**config.mk**
```make
export PLATFORM = sky130hd
export DESIGN_NAME = i32div_prep
export DESIGN_NICKNAME = d
export VERILOG_FILES = /design/src/i32div_pkg.sv /design/src/i32div_prep.sv
export SDC_FILE = /design/constraint.sdc
export NUM_CORES = 1
export LEC_CHECK = 0
export BUFFER_PORTS_ARGS = -buffer_cell sky130_fd_sc_hd__buf_2
export CORE_AREA = 2 2 97 99
export CTS_CLUSTER_DIAMETER = 50
export DETAILED_ROUTE_END_ITERATION = 10
export DIE_AREA = 0 0 99 101
export PLACE_DENSITY = 0.86
export SETUP_SLACK_MARGIN = 0.05
export SYNTH_ARGS = -nofsm -noshare
export SYNTH_HDL_FRONTEND = slang
export SYNTH_SLANG_ARGS = --single-unit
```
**constraint.sdc**
```tcl
create_clock -name clk -period 0.8 [get_ports clk]
set_input_delay 0.16 -clock clk [delete_from_list [all_inputs] [get_ports clk]]
set_output_delay 0.16 -clock clk [all_outputs]
set_load 0.02 [all_outputs]
```
**src/i32div_pkg.sv**
```systemverilog
// Package for the 32-bit integer divider.
// Holds the data width, the opcode codes and the stage record passed along the cell chain.
// No dependencies.
`timescale 1ns / 1ps
`default_nettype none

package i32div_pkg;

    localparam int DATA_WIDTH = 32;

    typedef enum logic {
        OP_UNSIGNED = 1'b0,
        OP_SIGNED   = 1'b1
    } op_t;

    // Working record of one item inside the chain. num shifts dividend bits
    // out at the top and quotient bits in at the bottom.
    typedef struct packed {
        logic [DATA_WIDTH-1:0] rem;
        logic [DATA_WIDTH-1:0] num;
        logic [DATA_WIDTH-1:0] den;
        logic                  neg_q;
        logic                  neg_r;
        logic                  dz;
    } stage_t;

endpackage

`default_nettype wire

```
**src/i32div_prep.sv**
```systemverilog
// Entry stage: takes operand magnitudes for signed division and records sign fixes.
// Depends on i32div_pkg.
`timescale 1ns / 1ps
`default_nettype none

module i32div_prep
    import i32div_pkg::*;
(
    input  wire logic                  clk,
    input  wire logic                  rst_n,
    input  wire logic                  en,
    input  wire logic                  valid_in,
    input  wire logic [DATA_WIDTH-1:0] dividend,
    input  wire logic [DATA_WIDTH-1:0] divisor,
    input  wire logic                  opcode,
    output logic                       valid_out,
    output stage_t                     stage_out
);

    logic   valid_reg;
    stage_t stage_reg;
    stage_t stage_next;
    logic   is_signed;
    logic   n_neg;
    logic   d_neg;

    always_comb
    begin
        is_signed           = (opcode == OP_SIGNED);
        n_neg               = is_signed & dividend[DATA_WIDTH-1];
        d_neg               = is_signed & divisor[DATA_WIDTH-1];
        stage_next.rem      = '0;
        stage_next.num      = n_neg ? (~dividend) + DATA_WIDTH'(1) : dividend;
        stage_next.den      = d_neg ? (~divisor) + DATA_WIDTH'(1) : divisor;
        stage_next.neg_q    = n_neg ^ d_neg;
        stage_next.neg_r    = n_neg;
        stage_next.dz       = (divisor == '0);
    end

    always_ff @(posedge clk or negedge rst_n)
    begin
        if (!rst_n)
        begin
            valid_reg <= 1'b0;
        end
        else if (en)
        begin
            valid_reg <= valid_in;
        end
    end

    always_ff @(posedge clk)
    begin
        if (en)
        begin
            stage_reg <= stage_next;
        end
    end

    assign valid_out = valid_reg;
    assign stage_out = stage_reg;

endmodule

`default_nettype wire

```
; ---- Word level (Yosys, flattened, before mapping)
; Cells that the tools add are included.
[op_classes]
add_sub_neg = 2
mux = 2
n_bitwise = 5
reduce_logical = 1
[ops]
columns = operator, n
row1 = adder 32 x 1 -> 32 bit (second input constant), 2
row2 = 2-to-1 mux 32 bit, 2
row3 = inverter 32 bit, 2
row4 = zero test 32 bit, 1
row5 = AND 1 bit, 2
row6 = XOR 1 bit, 1
[totals]
regBits = 68
input_bits = 69
out_inout_bits = 100
wordCells = 16

; ---- Longest topological paths before layout
[logic_depth]
ltp_word = 3
depth_mapped = 7
depth_no_buf = 7

; ---- Least setup slack after synthesis
; No wires, ideal clock.
[synth_path]
path_kind = in2reg
startpoint = input port divisor[22]
endpoint = register stage_reg (netlist bit stage_out[31]) (data pin)
setup_time_ns = 0.262
arrival_ns = 1.553
t_required_ns = 0.538
path_slack_ns = -1.015
stages = 5
path_buffers = 0
path_cell_list = or4_4 -> or3_4 -> nor3_4 -> a21oi_1 -> xor2_1
[synth_rtl]
columns = element, line_no
row1 = "start, declared", i32div_prep.sv:14  ; input wire logic [DATA_WIDTH-1:0] divisor,
row2 = "end signal, assigned", i32div_prep.sv:56  ; stage_reg <= stage_next;
row3 = "end, declared", i32div_prep.sv:21  ; stage_t stage_reg;

==> run_results.csv <==
group,metric,value,unit
yosys,yosys_register_bits,68,
yosys,netlist_top_cells_area,"edfxtp_1, xor2_1, buf_4",
global_route,grt_pass1_wl,17700,um
setup_path,reg2reg_slack,0.02,ns
job,drv_cap,0,
yosys,synth_edf_count,67,
global_route,grt_util_met3,5.41,%
drt,vias,3603,
cells_and_area,final_cells,700,
floorplan,io_pins,169,
yosys,async_flop_share,1.47,%
global_route,grtUsageTotal,22.7,%
sta,fin_crit,1.77,ns
sta,worst_pin_slew,0.511,ns
global_route,grt_max_degree,27,
yosys,ys.flop_type,"edfxtp_1",
clock_network,clockRootBuffer,"clkbuf_8",
setup_path,required,0.88,ns
cells_and_area,final_nets,655,
drt,drt-vias-per-instance,5.15,
global_route,grt_pass1_vias,3740,
setup_path,cp-start-kind,"primary input",
setup_path,crit_chain,"buf_2, or4_4, or3_4, nor3_1, a21oi_1, xor2_1",
setup_path,slowest_delay,0.52,ns
sta,setup_viol,123,
clock_network,cts_inserted_buffers,9,
global_route,antenna_found_initial,0,
power,p_clk_share,30.8,%
clock_network,clock_path_buffers,2,
clock_network,clkSlewWorstSetupHoldPaths,0.07,ns
yosys,yosysTopAreaCell,"edfxtp_1",
floorplan,core-area,8980,um^2
yosys,syn_area,3740,um^2
yosys,synth_area_per_cell,11.8,um^2
setup_path,critical_path_class,"primary input to flip-flop",
power,power_switching,3.13,mW
floorplan,initial_core_util,41.6,%
clock_network,cts_tree,"done",
cells_and_area,areaGrowthSynthToFinish,85.6,%
floorplan,die_y,101,um
drt,drcViolationCount,0,
sta,slew_headroom,65.6,%
yosys,yosysWarnings,0,
clock_network,insertion_delay,0.34,ns
cells_and_area,drive_above_1_share,63.7,%
status,status,"complete, but fails checks",
setup_path,cp_max_fo,4,
sta,fin_skew,0,ns
sta,timing.fmax,564,MHz
sta,slew_violations,0,
global_route,overflow,0,
power,pwr-share-seq,41.1,%
setup_path,critPathCaptureType,"flip-flop",
sta,hold_violations,0,
power,internal_power,7.88,mW
sta,final.setup.tns,-47.61,ns
yosys,ys_types,40,
clock_network,clock_sinks,68,
setup_path,path_buf_inv,1,
floorplan,dieArea,10000,um^2
yosys,ys_seq_area_share,54.5,%
drt,antenna_left,0,
clock_network,cts.htree.levels,3,
power,combPwrFrac,28.1,%
place,place_area,5670,um^2
yosys,yosys.area.top_type_share,53.9,%
drt,drt_iter0_drc,112,
setup_path,crit_path_top_delay_cell,"or4_4",
yosys,synthCells,317,
drt,routedWlPerCell,19.1,um
place,portBuffers,136,
power,power,11.0,mW
drt,drt-pass1-iter-count,6,
global_route,met1_usage,23.3,%
cells_and_area,stdcell_area,6930,um^2
floorplan,rows,35,
place,dp.cells,660,
place,dpl.hpwl,8050,um
power,peakVddDrop,1010,uV
status,violations,"negative setup slack",
global_route,top_usage_layer,"met2",
drt,drt-total-wl,13400,um
place,gp_congestion,0.852,
sta,setup_slack,-0.972,ns
floorplan,die_w,99,um
power,p_sw_share,28.5,%
setup_path,cpLargestDelayFamily,"simple AND/OR/NAND/NOR gates",
min_path,min_path_type,"primary input to flip-flop",
power,power_density,1590,nW/um^2
sta,grt_setup_unrepaired,"true",
global_route,grt_util_met2,42.7,%
cells_and_area,nFillCells,489,
power,p_leak,2.97,nW
setup_path,arrival,1.85,ns
sta,period_share,221,%
cells_and_area,antenna_cells,0,
flip-flops by register name, summed over array words and instances, names as in the netlist:
signal,count
stage_out,67
valid_out,1
Yosys cell counts (4+ instances only):
master,n
nand2_1,12
o21ai_0,14
inv_1,7
xnor2_1,26
xor2_1,33
or4_1,4
nand4_1,4
or3_1,5
clkbuf_1,5
o31ai_1,5
nor3_1,12
a21oi_1,18
nor2_1,29
edfxtp_1,67
buf_4,32
nor4_1,7
metal layers:
layer | part of all wire, % | wire (um) | up-vias
met1 | 33 | 4470 | 1716
met4 | 3.6 | 481 | 0
li1 | - | - | 1632
met3 | 7.1 | 951 | 41
met2 | 56 | 7490 | 214
met5 | 0 | 0 | -
final cells by class:
class / instances / area (um^2) / area share (%)
timing repair buffer: 264 / 2320 / 33.5
clock inverter: 6 / 103 / 1.48
clock buffer: 10 / 128 / 1.84
multi-input combinational: 234 / 2150 / 31.0
inverter: 7 / 56.3 / 0.812
sequential: 68 / 2040 / 29.4
tap: 111 / 139 / 2.00
power by group through the flow:
| stage | Combinational [mW] | Sequential, mW | Clock [mW] |
|---|---|---|---|
| 2_1_floorplan | 0.853 | 5.01 | 0 |
| 3_3_place_gp | 2.37 | 4.52 | 0 |
| 3_5_place_dp | 2.44 | 4.53 | 0 |
| 4_1_cts | 2.73 | 4.48 | 3.40 |
| 5_1_grt | 3.24 | 4.56 | 3.55 |
| 6_report | 3.10 | 4.53 | 3.39 |
repair_timing:
| action | in CTS | in global routing |
|---|---|---|
| setup endpoints to repair | 128 | 127 |
| endpoints found under the hold margin | 1 | 0 |
| pin swaps | 41 | 28 |
| setup buffers | 20 | 15 |
| hold buffers | 1 | 0 |
| gates resized for setup | 116 | 104 |
| gates cloned | 0 | 1 |
through the flow:
step,utilization [%],hold slack (ns),setup slack [ns]
6_report,77.2,0.0384,-0.972
5_1_grt,77.2,0.0223,-0.969
4_1_cts,72.4,0.0203,-0.793
3_5_place_dp,63.2,-0.0649,-1.17
3_3_place_gp,63.2,-0.0657,-1.13
2_1_floorplan,-,-0.136,-0.962
cells in the final DEF, fill, tap and decap left out, drive strengths merged, types with 5 or more instances in the layout:
| cell type | netlist | final |
|---|---|---|
| buf | 34 | 261 |
| edfxtp | 67 | 67 |
| xor2 | 33 | 33 |
| conb | 1 | 32 |
| nor2 | 29 | 29 |
| xnor2 | 26 | 26 |
| a21oi | 18 | 18 |
| o21ai | 14 | 14 |
| nor3 | 14 | 14 |
| clkbuf | 5 | 12 |
| nand2 | 12 | 12 |
| nor4 | 8 | 8 |
| o31ai | 7 | 7 |
| or3 | 7 | 7 |
| inv | 7 | 7 |
| or4 | 5 | 5 |
worst paths after layout:
| path | start | end | cells after the start |
|---|---|---|---|
| worst max-delay path | divisor[21] | stage_out[28] | 6 |
| worst min-delay path | divisor[0] | stage_out[3] | 1 |
| worst max register to register | valid_out | valid_out | 1 |
| worst min register to register | valid_out | valid_out | 1 |
| max in group asynchronous | rst_n | valid_out | 2 |
| min in group asynchronous | rst_n | valid_out | 2 |
cells by family (layout without fill, tap and decap cells):
logic type | after synthesis | in the layout | share of synthesized area [%]
multiplexers | 1 | 1 | 0.301
buffers and inverters | 46 | 287 | 7.90
adder cells (fa/ha/maj) | 2 | 2 | 0.670
AO/OA/AOI/OAI | 48 | 48 | 8.34
XOR/XNOR | 59 | 59 | 13.8
flip-flops | 68 | 68 | 54.5
AND/OR/NAND/NOR | 92 | 92 | 14.3
other | 1 | 32 | 0.100
No activity file was read; power rests on OpenSTA's default activity.
