$ cat src/i32div_pkg.sv
// Package for the 32-bit integer divider.
// Holds the data width, the opcode codes and the stage record passed along the cell chain.
// No dependencies.
`timescale 1ns / 1ps
`default_nettype none

package i32div_pkg;

    localparam int DATA_WIDTH = 32;

    typedef enum logic {
        OP_UNSIGNED = 1'b0,
        OP_SIGNED   = 1'b1
    } op_t;

    // Working record of one item inside the chain. num shifts dividend bits
    // out at the top and quotient bits in at the bottom.
    typedef struct packed {
        logic [DATA_WIDTH-1:0] rem;
        logic [DATA_WIDTH-1:0] num;
        logic [DATA_WIDTH-1:0] den;
        logic                  neg_q;
        logic                  neg_r;
        logic                  dz;
    } stage_t;

endpackage

`default_nettype wire

$ cat src/i32div_cell.sv
// One restoring-division cell: produces one quotient bit per item and registers the result.
// Depends on i32div_pkg.
`timescale 1ns / 1ps
`default_nettype none

module i32div_cell
    import i32div_pkg::*;
(
    input  wire logic   clk,
    input  wire logic   rst_n,
    input  wire logic   en,
    input  wire logic   valid_in,
    input  wire stage_t stage_in,
    output logic        valid_out,
    output stage_t      stage_out
);

    logic                  valid_reg;
    stage_t                stage_reg;
    stage_t                stage_next;
    logic [DATA_WIDTH:0]   rem_sh;
    logic [DATA_WIDTH+1:0] diff;
    logic                  take;

    always_comb
    begin
        // Shift in the next dividend bit, then trial-subtract the divisor.
        rem_sh         = {stage_in.rem, stage_in.num[DATA_WIDTH-1]};
        diff           = {1'b0, rem_sh} - {2'b00, stage_in.den};
        take           = ~diff[DATA_WIDTH+1];
        stage_next     = stage_in;
        stage_next.rem = take ? diff[DATA_WIDTH-1:0] : rem_sh[DATA_WIDTH-1:0];
        stage_next.num = {stage_in.num[DATA_WIDTH-2:0], take};
    end

    always_ff @(posedge clk or negedge rst_n)
    begin
        if (!rst_n)
        begin
            valid_reg <= 1'b0;
        end
        else if (en)
        begin
            valid_reg <= valid_in;
        end
    end

    always_ff @(posedge clk)
    begin
        if (en)
        begin
            stage_reg <= stage_next;
        end
    end

    assign valid_out = valid_reg;
    assign stage_out = stage_reg;

endmodule

`default_nettype wire

$ cat config.mk
export PLATFORM = sky130hd
export DESIGN_NAME = i32div_cell
export DESIGN_NICKNAME = d
export VERILOG_FILES = /design/src/i32div_pkg.sv /design/src/i32div_cell.sv
export SDC_FILE = /design/constraint.sdc
export NUM_CORES = 1
export LEC_CHECK = 0
export BUFFER_PORTS_ARGS = -buffer_cell sky130_fd_sc_hd__buf_2
export CAP_MARGIN = 20
export CORE_UTILIZATION = 40
export DETAILED_ROUTE_END_ITERATION = 12
export GPL_TIMING_DRIVEN = 1
export PLACE_DENSITY = 0.64
export SLEW_MARGIN = 25
export SYNTH_ARGS = -nofsm -noshare
export SYNTH_HDL_FRONTEND = slang
export SYNTH_SLANG_ARGS = --single-unit
$ cat constraint.sdc
create_clock -name clk -period 1 [get_ports clk]
set_clock_uncertainty 0.15 [all_clocks]
set_input_delay 0.2 -clock clk [delete_from_list [all_inputs] [get_ports clk]]
set_output_delay 0.2 -clock clk [all_outputs]
set_load 0.03 [all_outputs]
# == After elaboration in Yosys (flattened, before gate mapping) ==
# Index checks and enable logic that the tools add are counted.
# Widths: inputs -> output; s select.
# word_totals
regBits,100
input_bits,103
output_inout_bits,100
word_cells,10
# classes
n_addsub,1
n_mux,1
bitwise_logic,1
# op_table
operator,count
$sub 33x32->34,1
$mux 32,1
$not 1->1,1

# == Depth between registers and ports, before layout ==
# Gate-level depths: netlist of run 1.
# logic_depth
word_depth,2
mapped_depth,12
mapped_depth_nobuf,12

# == Least setup slack after synthesis of run 1 ==
# No wires, ideal clock.
# synth_path
path_type,input-to-reg
from,input port stage_in[66] (netlist bit)
to,register stage_reg (netlist bit stage_out[95]) (data pin)
arrival_time_ps,2593
setup_slack_ps,-2004
cell_stages,12
n_path_buf,0
cell_sequence,inv_1 ha_1 inv_1 fa_1 a211oi_1 o211a_1 o31ai_1 o41a_1 a41oi_1 o21ai_0 a21boi_0 mux2_4
# synth_lines
element,line,source
from (decl),i32div_cell.sv:13,"input wire stage_t stage_in,"
to (signal assigned),i32div_cell.sv:52,stage_reg <= stage_next;
to (decl),i32div_cell.sv:19,stage_t stage_reg;

==> flow_metrics.tcl, run 1 <==
set metrics [dict create \
    r2r-end "valid_out" \
    finish.utilization_pct 75.83 \
    power_frac_seq_pct 37.8 \
    p_per_area_mw_per_mm2 1423 \
    yosysUniqueCellTypes 54 \
    ys.flop_type "edfxtp_1" \
    switchingPower_w 0.004519 \
    initial_core_util_pct 40.90 \
    cts_root_buf "clkbuf_16" \
    hold_path_depth 2 \
    highest_layer "met4" \
    rsz0062_at_grt "yes" \
    cp_cell_sequence "buf_8, inv_6, ha_4, inv_2, fa_2, a211oi_2, o211a_1, o31ai_4, o41a_1, a41oi_2, o21ai_1, a21boi_2, mux2_4" \
    cpMaxStageDelayCell "o41a_1" \
    routedWlPerCell_um 17.45 \
    finalHoldViolCount 3 \
    via_count 5133 \
    synth.mux.area_fraction_pct 8.663 \
    seq_area_frac_synth_pct 55.35 \
    period_share_pct 262.4 \
    cpPeakStageDelay_ps 420 \
    htreeDepth 3 \
    viasPerCell 5.013 \
    hold_start "stage_in[33]" \
    ant_nets 0 \
    yosysWarnings 0 \
    end_kind "register" \
    dr_wl_met2_um 9435 \
    area_growth_syn_to_layout_pct 85.40 \
    clk_latency_ps 350 \
    yosysTopAreaCell "edfxtp_1" \
    synth_edf_count 99 \
    pwr-share-comb_pct 38.2 \
    grt_max_degree 38 \
    syn_inst 422 \
    layout_min_cycle_time_ps 2624 \
    syn_area_mm2 0.005416 \
    final.fill_count 840 \
    status "finished with violations" \
    synth_top_family_by_area "compound AO/OA/AOI/OAI gates" \
    yosys_register_bits 100 \
    overflow 0 \
    synth-simple-area-share_pct 7.369 \
    reg2reg_depth 1 \
    clock_sinks 100 \
    dpl.hpwl_um 11070 \
    seq_area_mm2 0.002999 \
    whs_endpoint "stage_out[33]" \
    core_mm2 0.01324 \
    leakagePower_nw 4.481 \
    cp-start-kind "primary input" \
    ir_drop_uv 763.6 \
    p_clk_share_pct 24.0 \
    multiInputGateArea_mm2 0.002628 \
    rrSetupSlack_ps 70 \
    grt_usage_pct 25.44 \
    hold_path.class "primary input to register" \
    yosysMostFrequentCell "edfxtp_1" \
    final_nets 978 \
    antenna_found_initial 1 \
    ios 203 \
    required_ps 960 \
    first_iter_violations 211 \
    critPathKind "primary input to register" \
    finalSetupViolations 133 \
    postSynthNetCount 558 \
    fmax_mhz 381.1 \
    cts_buffers 9 \
    routabilityCongestion 0.8602 \
    relSlewSlack_pct 73.08 \
    synth_compound_area_share_pct 12.66 \
    cts_hold_buf 65 \
    worst_slack_ps -1624 \
    rows 42 \
    cts.path.max_buffers 2 \
    synth-xor-area-share_pct 3.881 \
    synth_adder_area_share_pct 7.762 \
    crit-reg2reg-launch "valid_out" \
    cts_tree "built" \
    ys_async_sr_fraction_pct 1.000 \
    yosysTopAreaCellShare_pct 54.89 \
    hold_slack_ps -17.24 \
    drv_cap 0 \
    met1_length_um 6795 \
    switching_share_pct 31.63 \
    yosys-top-cells-count "edfxtp_1, inv_1, a21oi_1, ha_1, mux2_4" \
    drc 0 \
    io_buffer_count 202 \
    die_h_um 118.4 \
    grt_pass1_vias 5400 \
    synth.avg_cell_area_um2 12.84 \
    power.internal_w 0.009769 \
    totalPowerFinal_w 0.01429 \
    crit_arrival_ps 2580 \
    worstMarginPinSlew_ps 401.1 \
    maxSlewViolCount 0 \
    violations "negative hold slack, negative setup slack" \
    clkTransAtPathRegs_ps 70 \
    ys_top_cells_by_area "edfxtp_1, ha_1, mux2_4" \
    dieArea_mm2 0.01401 \
    grt_pass1_wl_um 27340 \
    worstPathMaxFanout 3 \
    wl_um 17860 \
    met3_length_um 1062 \
    firstDrtPassIters 5 \
    die_x_um 118.4 \
    drive_gt1_share_pct 55.37 \
]
==> stage by stage <==
step                      TNS, ps  cells  hold WS [ps]  cell area (um2)  setup slack [ps]
after CTS                  -75340   1019        -25.17             9913             -1604
after floorplan            -58620    422        -245.6             5534             -1845
final                      -74660   1024        -17.24            10040             -1624
after global routing       -78650   1024        -14.43            10040             -1717
after detailed placement   -70100    910        -172.1             7630             -2149
after global placement     -67920    910        -174.0             7630             -2096
==> registers in the layout, summed over array words and instances, names as in the netlist <==
| register | cells |
|---|---|
| stage_out | 99 |
| valid_out | 1 |
==> per-layer routing <==
metal | vias up | GRT usage, %
li1 | 2431 | -
met1 | 2473 | 28.19
met2 | 193 | 46.62
met3 | 36 | 4.633
met4 | 0 | 12.34
met5 | - | 0
==> cell usage in the layout (no fill, tap or decap), types with 9 or more instances in the layout <==
master,instances
buf_6,133
buf_4,127
edfxtp_1,99
buf_2,80
dlygate4sd3_1,63
mux2_4,27
inv_1,25
a21oi_1,22
nand2_1,21
ha_4,17
xnor2_1,16
nor2_1,15
ha_1,15
o21ai_0,13
clkbuf_16,9
==> layout make-up <==
| cell class | count | area share (%) |
|---|---|---|
| clock buffer | 10 | 2.280 |
| inverter | 41 | 1.832 |
| tap | 176 | 2.193 |
| antenna | 1 | 0.02492 |
| multi-input combinational | 273 | 26.17 |
| clock inverter | 6 | 0.5482 |
| sequential | 100 | 29.87 |
| timing repair buffer | 417 | 37.09 |
==> critical path: cells and delay by family <==
family,cells,cell delay (ps)
AOI/OAI and AO/OA,7,1440
adders and majority gates,2,500
buffers and inverters,3,190
muxes,1,250
==> logic make-up after synthesis <==
family | after synthesis
AO/OA/AOI/OAI | 102
flip-flops | 100
AND/OR/NAND/NOR | 80
buffers and inverters | 49
multiplexers | 34
adder cells (fa/ha/maj) | 33
XOR/XNOR | 24
==> power groups by stage <==
stage	clock network (W)	registers [W]	logic, W
final	0.00343	0.00540	0.00546
after CTS	0.00349	0.00539	0.00528
after detailed placement	0	0.00536	0.00409
after global placement	0	0.00536	0.00405
after global routing	0.00359	0.00544	0.00578
after floorplan	0	0.00628	0.00160
==> worst max path at each step <==
stage / start / end / slack (ps) / cells after the start
global route: stage_in[5] / stage_out[98] / -1720 / 18
CTS: stage_in[66] / stage_out[95] / -1600 / 13
global placement: stage_in[66] / stage_out[95] / -2100 / 13
finish: stage_in[66] / stage_out[95] / -1620 / 13
floorplan: stage_in[24] / stage_out[70] / -1840 / 12
detailed placement: stage_in[66] / stage_out[95] / -2150 / 13
==> timing repair <==
item | 4_1_cts | 5_1_grt
buffers inserted | 30 | 8
hold endpoints to repair | 69 | 3
setup endpoints to repair | 133 | 135
gates cloned | 1 | 0
gates resized for setup | 311 | 30
pin swaps | 34 | 19
(Power assumes the default switching activity.)
==> inputs of run 2 (changes only) <==
--- a/config.mk
+++ b/config.mk
@@ -10,6 +10,7 @@
 export CORE_UTILIZATION = 40
 export DETAILED_ROUTE_END_ITERATION = 12
 export GPL_TIMING_DRIVEN = 1
+export MAX_ROUTING_LAYER = met4
 export PLACE_DENSITY = 0.64
 export SLEW_MARGIN = 25
 export SYNTH_ARGS = -nofsm -noshare
==> flow_metrics.tcl, run 2 (synthesized netlist as in run 1, its figures left out) <==
set metrics [dict create \
    wl_um 16960 \
    grt_usage_pct 25.35 \
    dpl.hpwl_um 11230 \
    critPathKind "primary input to register" \
    hold_slack_ps -47.33 \
    dieArea_mm2 0.01401 \
    cts_hold_buf 64 \
    firstDrtPassIters 4 \
    cts_root_buf "clkbuf_16" \
    finish.utilization_pct 73.38 \
    place_ws_ps -2156 \
    core_mm2 0.01324 \
    critPathLaunch "stage_in[66]" \
    cpMaxStageDelayCell "o41a_1" \
    cts_tree "built" \
    first_iter_violations 220 \
    largest_reg_flops 99 \
    die_x_um 118.4 \
    ios 203 \
    clkTransAtPathRegs_ps 70 \
    cts_buffers 9 \
    required_ps 950 \
    cts.path.max_buffers 2 \
    finalHoldViolCount 4 \
    grt_pass1_wl_um 26440 \
    routedWlPerCell_um 16.84 \
    cp-start-kind "primary input" \
    leakagePower_nw 4.336 \
    maxSlewViolCount 0 \
    io_buffer_count 202 \
    area_growth_syn_to_layout_pct 79.42 \
    final_nets 960 \
    crit_arrival_ps 2540 \
    finalSetupViolations 133 \
    layout_min_cycle_time_ps 2585 \
    p_per_area_mw_per_mm2 1441 \
    ant_nets 0 \
    drive_gt1_share_pct 53.44 \
    hold_start "valid_in" \
    fin_setup_tns_ps -72940 \
    worst_slack_ps -1585 \
    relSlewSlack_pct 73.97 \
    drv_cap 0 \
    rsz0062_at_grt "yes" \
    die_h_um 118.4 \
    viasPerCell 4.885 \
    layout_commonest_cell "buf_4" \
    rrSetupSlack_ps 60 \
    end_kind "register" \
    initial_core_util_pct 40.90 \
    clock_sinks 100 \
    antenna_found_initial 2 \
    worstMarginPinSlew_ps 387.9 \
    totalPowerFinal_w 0.01400 \
    period_share_pct 258.5 \
    grt_pass1_vias 5253 \
    ir_drop_uv 811.0 \
    status "finished with violations" \
    clk_latency_ps 350 \
    cp_cell_sequence "buf_8, inv_6, ha_4, inv_2, fa_2, a211oi_2, o211a_1, o31ai_4, o41a_1, a41oi_2, buf_4, xnor2_2, mux2_4" \
    multiInputGateArea_mm2 0.002546 \
    final.fill_count 886 \
    drc 0 \
    overflow 0 \
    fmax_mhz 386.9 \
    violations "negative hold slack, negative setup slack" \
    via_count 4919 \
    hold_path.class "primary input to register" \
    seq_area_mm2 0.002999 \
    grt_max_degree 43 \
    htreeDepth 3 \
    routabilityCongestion 0.8751 \
    rows 42 \
    worstPathMaxFanout 3 \
    most-common-layout-cells "buf_4, buf_6, edfxtp_1" \
    cpPeakStageDelay_ps 420 \
    crit-reg2reg-launch "valid_out" \
]
-- run 2: per-layer routing --
| layer | vias up | GRT usage [%] | share of wire (%) |
|---|---|---|---|
| met5 | - | - | 0 |
| met4 | 0 | 9.776 | 2.4 |
| met3 | 22 | 5.743 | 5.6 |
| met2 | 159 | 45.74 | 53 |
| met1 | 2346 | 26.80 | 39 |
| li1 | 2392 | - | - |
-- run 2: per-stage QoR --
stage | instance area (um2) | std cells
finish | 9718 | 1007
global route | 9718 | 1007
CTS | 9666 | 1002
detailed placement | 7607 | 907
global placement | 7607 | 907
floorplan | 5534 | 422
-- run 2: report_power, final --
group | switching [W] | leakage, nW | internal [W]
sequential | 0.000231 | 0.980 | 0.00517
clock | 0.00162 | 0.131 | 0.00172
combinational | 0.00252 | 3.22 | 0.00275
total | 0.00437 | 4.34 | 0.00963
-- run 2: critical path, delay by kind of cell --
family | cells | cell delay, ps
AO/OA/AOI/OAI | 5 | 1180
XOR/XNOR | 1 | 60
adder cells (fa/ha/maj) | 2 | 480
multiplexers | 1 | 250
buffers and inverters | 4 | 360
-- run 2: area by class of cell --
| type | instances | share of cell area [%] |
|---|---|---|
| Tap cell | 176 | 2.266 |
| Multi-Input combinational cell | 273 | 26.20 |
| Sequential cell | 100 | 30.86 |
| Clock inverter | 6 | 0.5021 |
| Antenna cell | 2 | 0.05150 |
| Clock buffer | 10 | 2.356 |
| Inverter | 41 | 1.815 |
| Timing Repair Buffer | 399 | 35.95 |
-- run 2: final timing paths --
path / end / cells after the start
worst max-delay path: stage_out[91] / 13
worst min-delay path: valid_out / 2
max in group asynchronous: valid_out / 2
worst max register to register: valid_out / 1
worst min register to register: valid_out / 1
min in group asynchronous: valid_out / 2
-- run 2: repair_timing --
action                     in CTS  in global routing
resized for setup             283                 12
setup buffers                  14                  5
hold endpoints to repair       69                  4
pin swaps                      19                 12
cloned                          1                  0
setup endpoints to repair     133                134
